[config.mk]
export PLATFORM = sky130hd
export DESIGN_NAME = plw_pixel_map
export DESIGN_NICKNAME = d
export VERILOG_FILES = /design/src/design/plw_pkg.sv /design/src/design/plw_pixel_map.sv
export SDC_FILE = /design/constraint.sdc
export NUM_CORES = 1
export LEC_CHECK = 0
export BUFFER_PORTS_ARGS = -buffer_cell sky130_fd_sc_hd__buf_2
export CORE_MARGIN = 4
export CORE_UTILIZATION = 30
export DETAILED_ROUTE_END_ITERATION = 8
export PLACE_DENSITY_LB_ADDON = 0.15
export SETUP_SLACK_MARGIN = 0.4
export SLEW_MARGIN = 40
export SYNTH_ARGS = -nofsm -noshare
export SYNTH_HDL_FRONTEND = slang
export SYNTH_SLANG_ARGS = --single-unit
[constraint.sdc]
create_clock -name vclk -period 10.09
set_input_delay 0.5045 -clock vclk [all_inputs]
set_output_delay 0.5045 -clock vclk [all_outputs]
set_load 0.01 [all_outputs]
[src/design/plw_pkg.sv]
// plw_pkg: shared constants, tables and types of the polar led line pixel writer
// depends on nothing; used by plw_pixel_map, the top level and the testbench
`timescale 1ns / 1ps

package plw_pkg;

    localparam int ANGLES         = 240;
    localparam int RINGS          = 56;
    localparam int SUBLINES       = 7;
    localparam int LINE_BYTES     = 7;
    localparam int MAPPED_RINGS   = 56;
    localparam int TOTAL_SUBLINES = ANGLES * SUBLINES;
    localparam int ROW_BITS       = LINE_BYTES * 8;
    localparam int ROW_W          = $clog2(TOTAL_SUBLINES);
    localparam int ANG_W          = $clog2(ANGLES);
    localparam int SUB_W          = $clog2(SUBLINES + 1);
    localparam int ANG_THIRD      = ANGLES / 3;
    localparam int ANG_TWO_THIRDS = 2 * ANGLES / 3;

    localparam logic [7:0] GREY_DIM  = 8'd6;
    localparam logic [7:0] GREY_MID  = 8'd35;
    localparam logic [7:0] GREY_HIGH = 8'd60;

    localparam logic [2:0] LEVEL_OFF  = 3'd0;
    localparam logic [2:0] LEVEL_DIM  = 3'd1;
    localparam logic [2:0] LEVEL_MID  = 3'd2;
    localparam logic [2:0] LEVEL_FULL = 3'd7;

    localparam logic OP_WRITE = 1'b0;
    localparam logic OP_READ  = 1'b1;

    localparam logic [2:0] RING_BYTE [MAPPED_RINGS] = '{
        3'd0, 3'd3, 3'd0, 3'd3, 3'd0, 3'd3, 3'd0, 3'd3,
        3'd0, 3'd4, 3'd0, 3'd4, 3'd0, 3'd4, 3'd0, 3'd4,
        3'd1, 3'd4, 3'd1, 3'd4, 3'd1, 3'd4, 3'd1, 3'd4,
        3'd1, 3'd5, 3'd1, 3'd5, 3'd1, 3'd5, 3'd1, 3'd5,
        3'd2, 3'd5, 3'd2, 3'd5, 3'd2, 3'd5, 3'd2, 3'd5,
        3'd2, 3'd6, 3'd2, 3'd6, 3'd2, 3'd6, 3'd2, 3'd6,
        3'd3, 3'd6, 3'd3, 3'd6, 3'd3, 3'd6, 3'd3, 3'd6
    };

    localparam logic [2:0] RING_BIT [MAPPED_RINGS] = '{
        3'd0, 3'd4, 3'd1, 3'd5, 3'd2, 3'd6, 3'd3, 3'd7,
        3'd4, 3'd0, 3'd5, 3'd1, 3'd6, 3'd2, 3'd7, 3'd3,
        3'd0, 3'd4, 3'd1, 3'd5, 3'd2, 3'd6, 3'd3, 3'd7,
        3'd4, 3'd0, 3'd5, 3'd1, 3'd6, 3'd2, 3'd7, 3'd3,
        3'd0, 3'd4, 3'd1, 3'd5, 3'd2, 3'd6, 3'd3, 3'd7,
        3'd4, 3'd0, 3'd5, 3'd1, 3'd6, 3'd2, 3'd7, 3'd3,
        3'd0, 3'd4, 3'd1, 3'd5, 3'd2, 3'd6, 3'd3, 3'd7
    };

    typedef struct packed {
        logic       ok;
        logic [2:0] level;
        logic [2:0] byte_idx;
        logic [2:0] bit_idx;
    } pix_t;

    typedef enum logic [3:0] {
        ST_INIT  = 4'b0001,
        ST_IDLE  = 4'b0010,
        ST_WRITE = 4'b0100,
        ST_READ  = 4'b1000
    } state_t;

endpackage

[src/design/plw_pixel_map.sv]
// plw_pixel_map: ring thinning, grey contrast level and led byte/bit placement
// depends on plw_pkg
`timescale 1ns / 1ps

module plw_pixel_map (
    input  logic [5:0]    ring,
    input  logic [7:0]    angle,
    input  logic [3:0]    red,
    input  logic [3:0]    green,
    input  logic [3:0]    blue,
    output plw_pkg::pix_t pix
);

    localparam logic [15:0] RECIP_5 = 16'd205;
    localparam logic [15:0] RECIP_3 = 16'd171;

    logic [15:0] prod5;
    logic [15:0] prod3;
    logic [7:0]  q20;
    logic [7:0]  q10;
    logic [7:0]  q6;
    logic [7:0]  q3;
    logic        nz20;
    logic        nz10;
    logic        nz6;
    logic        nz3;
    logic        nz2;
    logic        thin;
    logic [7:0]  grey;
    logic [2:0]  level;
    logic        in_range;
    logic [5:0]  tab_idx;

    // reciprocal quotients, exact for 8-bit angles
    assign prod5 = 16'(angle) * RECIP_5;
    assign prod3 = 16'(angle) * RECIP_3;
    assign q20   = 8'(prod5 >> 12);
    assign q10   = 8'(prod5 >> 11);
    assign q6    = 8'(prod3 >> 10);
    assign q3    = 8'(prod3 >> 9);
    assign nz20  = angle != 8'(q20 * 8'd20);
    assign nz10  = angle != 8'(q10 * 8'd10);
    assign nz6   = angle != 8'(q6 * 8'd6);
    assign nz3   = angle != 8'(q3 * 8'd3);
    assign nz2   = angle[0];

    always_comb
    begin
        priority if (ring == 6'd0)
            thin = nz20;
        else if (ring == 6'd1)
            thin = nz10;
        else if (ring == 6'd2)
            thin = nz6;
        else if (ring == 6'd3 || ring == 6'd4)
            thin = nz3;
        else if (ring == 6'd5 || ring == 6'd6)
            thin = nz2;
        else
            thin = 1'b0;
    end

    assign grey = 8'(red) * 8'd3 + 8'(green) * 8'd6 + 8'(blue);

    always_comb
    begin
        priority if (thin || grey < plw_pkg::GREY_DIM)
            level = plw_pkg::LEVEL_OFF;
        else if (grey < plw_pkg::GREY_MID)
            level = plw_pkg::LEVEL_DIM;
        else if (grey < plw_pkg::GREY_HIGH)
            level = plw_pkg::LEVEL_MID;
        else
            level = plw_pkg::LEVEL_FULL;
    end

    assign in_range = (32'(ring) < 32'(plw_pkg::RINGS))
                   && (32'(ring) < 32'(plw_pkg::MAPPED_RINGS))
                   && (32'(angle) < 32'(plw_pkg::ANGLES));
    assign tab_idx  = in_range ? ring : 6'd0;

    assign pix.ok       = in_range;
    assign pix.level    = level;
    assign pix.byte_idx = plw_pkg::RING_BYTE[tab_idx];
    assign pix.bit_idx  = plw_pkg::RING_BIT[tab_idx];

endmodule

# After elaboration in Yosys (flattened, before gate mapping)
# Memories as Yosys holds them, arrays and structs flattened.
# Index checks and enable logic that the tools add are counted.
[op_classes]
magnitude_cmp = 6
add_sub_neg = 2
n_eq_ne = 10
reduce_logical = 5
n_bitwise = 1
n_mul = 8
muxes = 13
[op_table]
columns = ["op", "count"]
rows = [
  ["$mul 8x8->16 const B", 2],
  ["$ne 8x8->1", 4],
  ["$mux 3", 7],
  ["$eq 6x3->1 const B", 3],
  ["$lt 8x6->1 const B", 2],
  ["$eq 6x2->1 const B", 2],
  ["$mul 4x2->6 const B", 2],
  ["$add 6x7->8", 1],
  ["$add 8x4->8", 1],
  ["$lt 8x3->1 const B", 1],
  ["$lt 8x8->1 const B", 1],
  ["$mul 7x2->8 const B", 1],
  ["$ge 7x7->1 const B", 1],
  ["$mul 5x3->7 const B", 1],
  ["$mul 6x2->7 const B", 1],
  ["$not 6->7", 1],
  ["$eq 6x1->1 const B", 1],
  ["$logic_not 6->1", 1],
  ["$lt 6x6->1 const B", 1],
  ["$mul 4x3->6 const B", 1],
  ["$mux 6", 1],
  ["$mux 1", 5],
  ["$logic_or 1x1->1", 3],
  ["$logic_and 1x1->1", 1],
]
[word_totals]
reg_bits = 0
mem_count = 2
mem_bits_ro = 384
[memory_table]
columns = ["memory", "words", "width", "rd", "rd_clocked_by_memory_dff", "wr", "line_no", "text"]
rows = [
  ["(name not given)", 64, 3, 1, 0, 0, "plw_pixel_map.sv:85", "assign pix.bit_idx = plw_pkg::RING_BIT[tab_idx];"],
  ["(name not given)", 64, 3, 1, 0, 0, "plw_pixel_map.sv:84", "assign pix.byte_idx = plw_pkg::RING_BYTE[tab_idx];"],
]

# Longest topological paths before layout
[depth]
word_depth = 9
ltp_mapped = 25

# Least setup slack after synthesis
# No wires, ideal clock.
[synth_timing]
path_kind = "input port to output port"
startpoint = "in angle[5]"
endpoint = "out pix[6] in the netlist's numbering"
slack_ns = 3.816
path_buffers = 0
cell_stages = 25
required_ns = 9.586
arrival_time_ns = 5.770
path_cell_list = "ha_1 -> inv_1 -> fa_1 -> inv_1 -> fa_1 -> inv_1 -> fa_1 -> inv_1 -> ha_1 -> a211o_1 -> a21oi_2 -> a21oi_1 -> or2_2 -> xor2_1 -> ha_1 -> ha_1 -> inv_1 -> fa_1 -> xor2_1 -> nand3_1 -> nor4_1 -> nand2_1 -> o311ai_2 -> nand4_1 -> nand2_1"
[synth_rtl]
columns = ["element", "line_no", "text"]
rows = [
  ["start, declared", "plw_pixel_map.sv:7", "input logic [7:0] angle,"],
  ["end, declared", "plw_pixel_map.sv:11", "output plw_pkg::pix_t pix"],
]

==> results.yml <==
run_status:
  status: "complete, no violations"
power_and_ir_drop:
  peakVddDrop_v: 0.000145
  power_density_nw_per_um2: 246
  power_leakage_nw: 2.17
detailed_routing:
  drc: 0
  routed_via_density: 4.74
  first_pass_iters: 4
  wirelength_mm: 8.68
  drtIter0Drc: 112
  ant_nets: 0
  vias: 2962
  wl_per_cell_um: 13.9
place:
  dp_hpwl_mm: 7.83
  place_area_um2: 4140
  gp_congestion: 0.794
  dp_cells: 625
  post-place-ws_ns: 2.91
  io_buffers: 36
worst_setup_path:
  crit_arrival_ns: 6.61
  slowest_delay_ns: 0.53
  crit_path_top_delay_cell: "fa_1"
  path_max_fanout: 9
  cp_top_family: "adder cells"
  cp.required_ns: 9.59
  start_kind: "input port"
  startpoint: "angle[5]"
  end_kind: "output pin"
  crit_type: "in -> out"
  path_buf_inv: 7
  critPathMostFrequentCell: "inv_1"
layout:
  fin_area_um2: 4140
  layout_common_cells: "ha_1 (108), inv_1 (75), buf_2 (37), fa_1 (35), xnor2_1 (29)"
  nFlopsAndLatches: 0
  clockBufferCount: 0
  num-fill-cells: 1316
  antenna_cells: 0
  fin_cells: 625
  drive_gt1_frac: 0.109
  final_common_cell: "ha_1"
  final-seq-area_um2: 0
  final_nets: 628
  syn_to_final_growth_pct: 10.2
timing:
  drv_slew: 0
  worst_pin_slew_ns: 0.478
  setup_violations: 0
  rsz0062_at_grt: "no"
  final.setup.tns_ns: 0
  fmax_ghz: 0.140
  whs_ns: 1.42
  fin_crit_sh: 0.705
  fin_crit_ns: 7.12
  setup_slack_ns: 2.97
  maxSlewHeadroom: 0.681
  hold_violations: 0
synthesis:
  ys_seq_area_frac: 0
  ys_types: 55
  ys_top_cells_by_area: "ha_1 (36%), fa_1 (19%), inv_1 (7.5%), xnor2_1 (6.8%), xor2_1 (4.0%)"
  synth_cells: 422
  yosys_warnings: 0
  syn_area_um2: 3750
  synth_top_area_cell: "ha_1"
  syn_area_per_cell_um2: 8.89
  synth_top_area_frac: 0.360
  mappedNetlistNets: 591
clock_tree:
  cts-hold-fix-buffers: 0
  post_cts_resized: 0
  postCtsSetupRepairBufs: 0
worst_hold_path:
  min_path_type: "in -> out"
  hp-start: "ring[4]"
floorplan:
  die_area_um2: 14400
  die_h_um: 120
  start_util: 0.310
  num_rows: 40
  design.core.area_um2: 12100
  ios: 36
  dieWidth_um: 120
grt:
  busiest_layer: "met2"
  grt_pass1_wl_mm: 15.0
  globalRoute.totalOverflow: 0
  met3_usage: 0.00518
  grt_util_met1: 0.170
  grt_max_degree: 13
  antenna_found_initial: 0
  grt_pass1_vias: 3070
  met2_usage: 0.236
  track_usage: 0.125
job:
  cap_violations: 0
==> worst paths after layout <==
path / to / slack [ns] / cells after the start
setup / recovery: pix[8] / 2.97 / 27
hold / removal: pix[3] / 1.42 / 4
==> logic make-up after synthesis <==
kind of cell,synth area share
multiplexers,0.00867
buffers and inverters,0.0780
AO/OA/AOI/OAI,0.124
XOR/XNOR,0.120
AND/OR/NAND/NOR,0.123
adder cells (fa/ha/maj),0.547
==> cells in the mapped netlist (all sizes together), types with 3 or more instances <==
master	instances
nor2b	5
nor4	4
nand2	18
nand4	8
xor2	17
and2	4
or3	4
inv	75
a21o	6
or2	3
ha	108
fa	35
nor3b	3
a21oi	21
o21ai	7
nand3	11
nor3	4
nor2	16
o2111ai	3
xnor2	29
==> per-stage QoR <==
step                 util  power, mW
detailed placement  0.342       1.02
global route        0.342       1.18
finish              0.342       1.02
CTS                 0.342       1.03
global placement    0.341       1.02
floorplan               -      0.820
==> final cells by class <==
type,instances,area [um^2],share of cell area
Inverter,75,282,0.0680
Multi-Input combinational cell,345,3460,0.836
Tap cell,168,210,0.0508
Timing Repair Buffer,37,185,0.0448
==> layer usage <==
metal  up-vias  wire (um)
li1       1534          -
met1      1399       4240
met2        29       4300
met3         0        143
met4         0          0
met5         -          0
==> power breakdown <==
group	switching [mW]	internal (mW)
Clock	0	0
Sequential	0	0
Combinational	0.553	0.464
Total	0.553	0.464
Power figures use the tool's default switching activity.
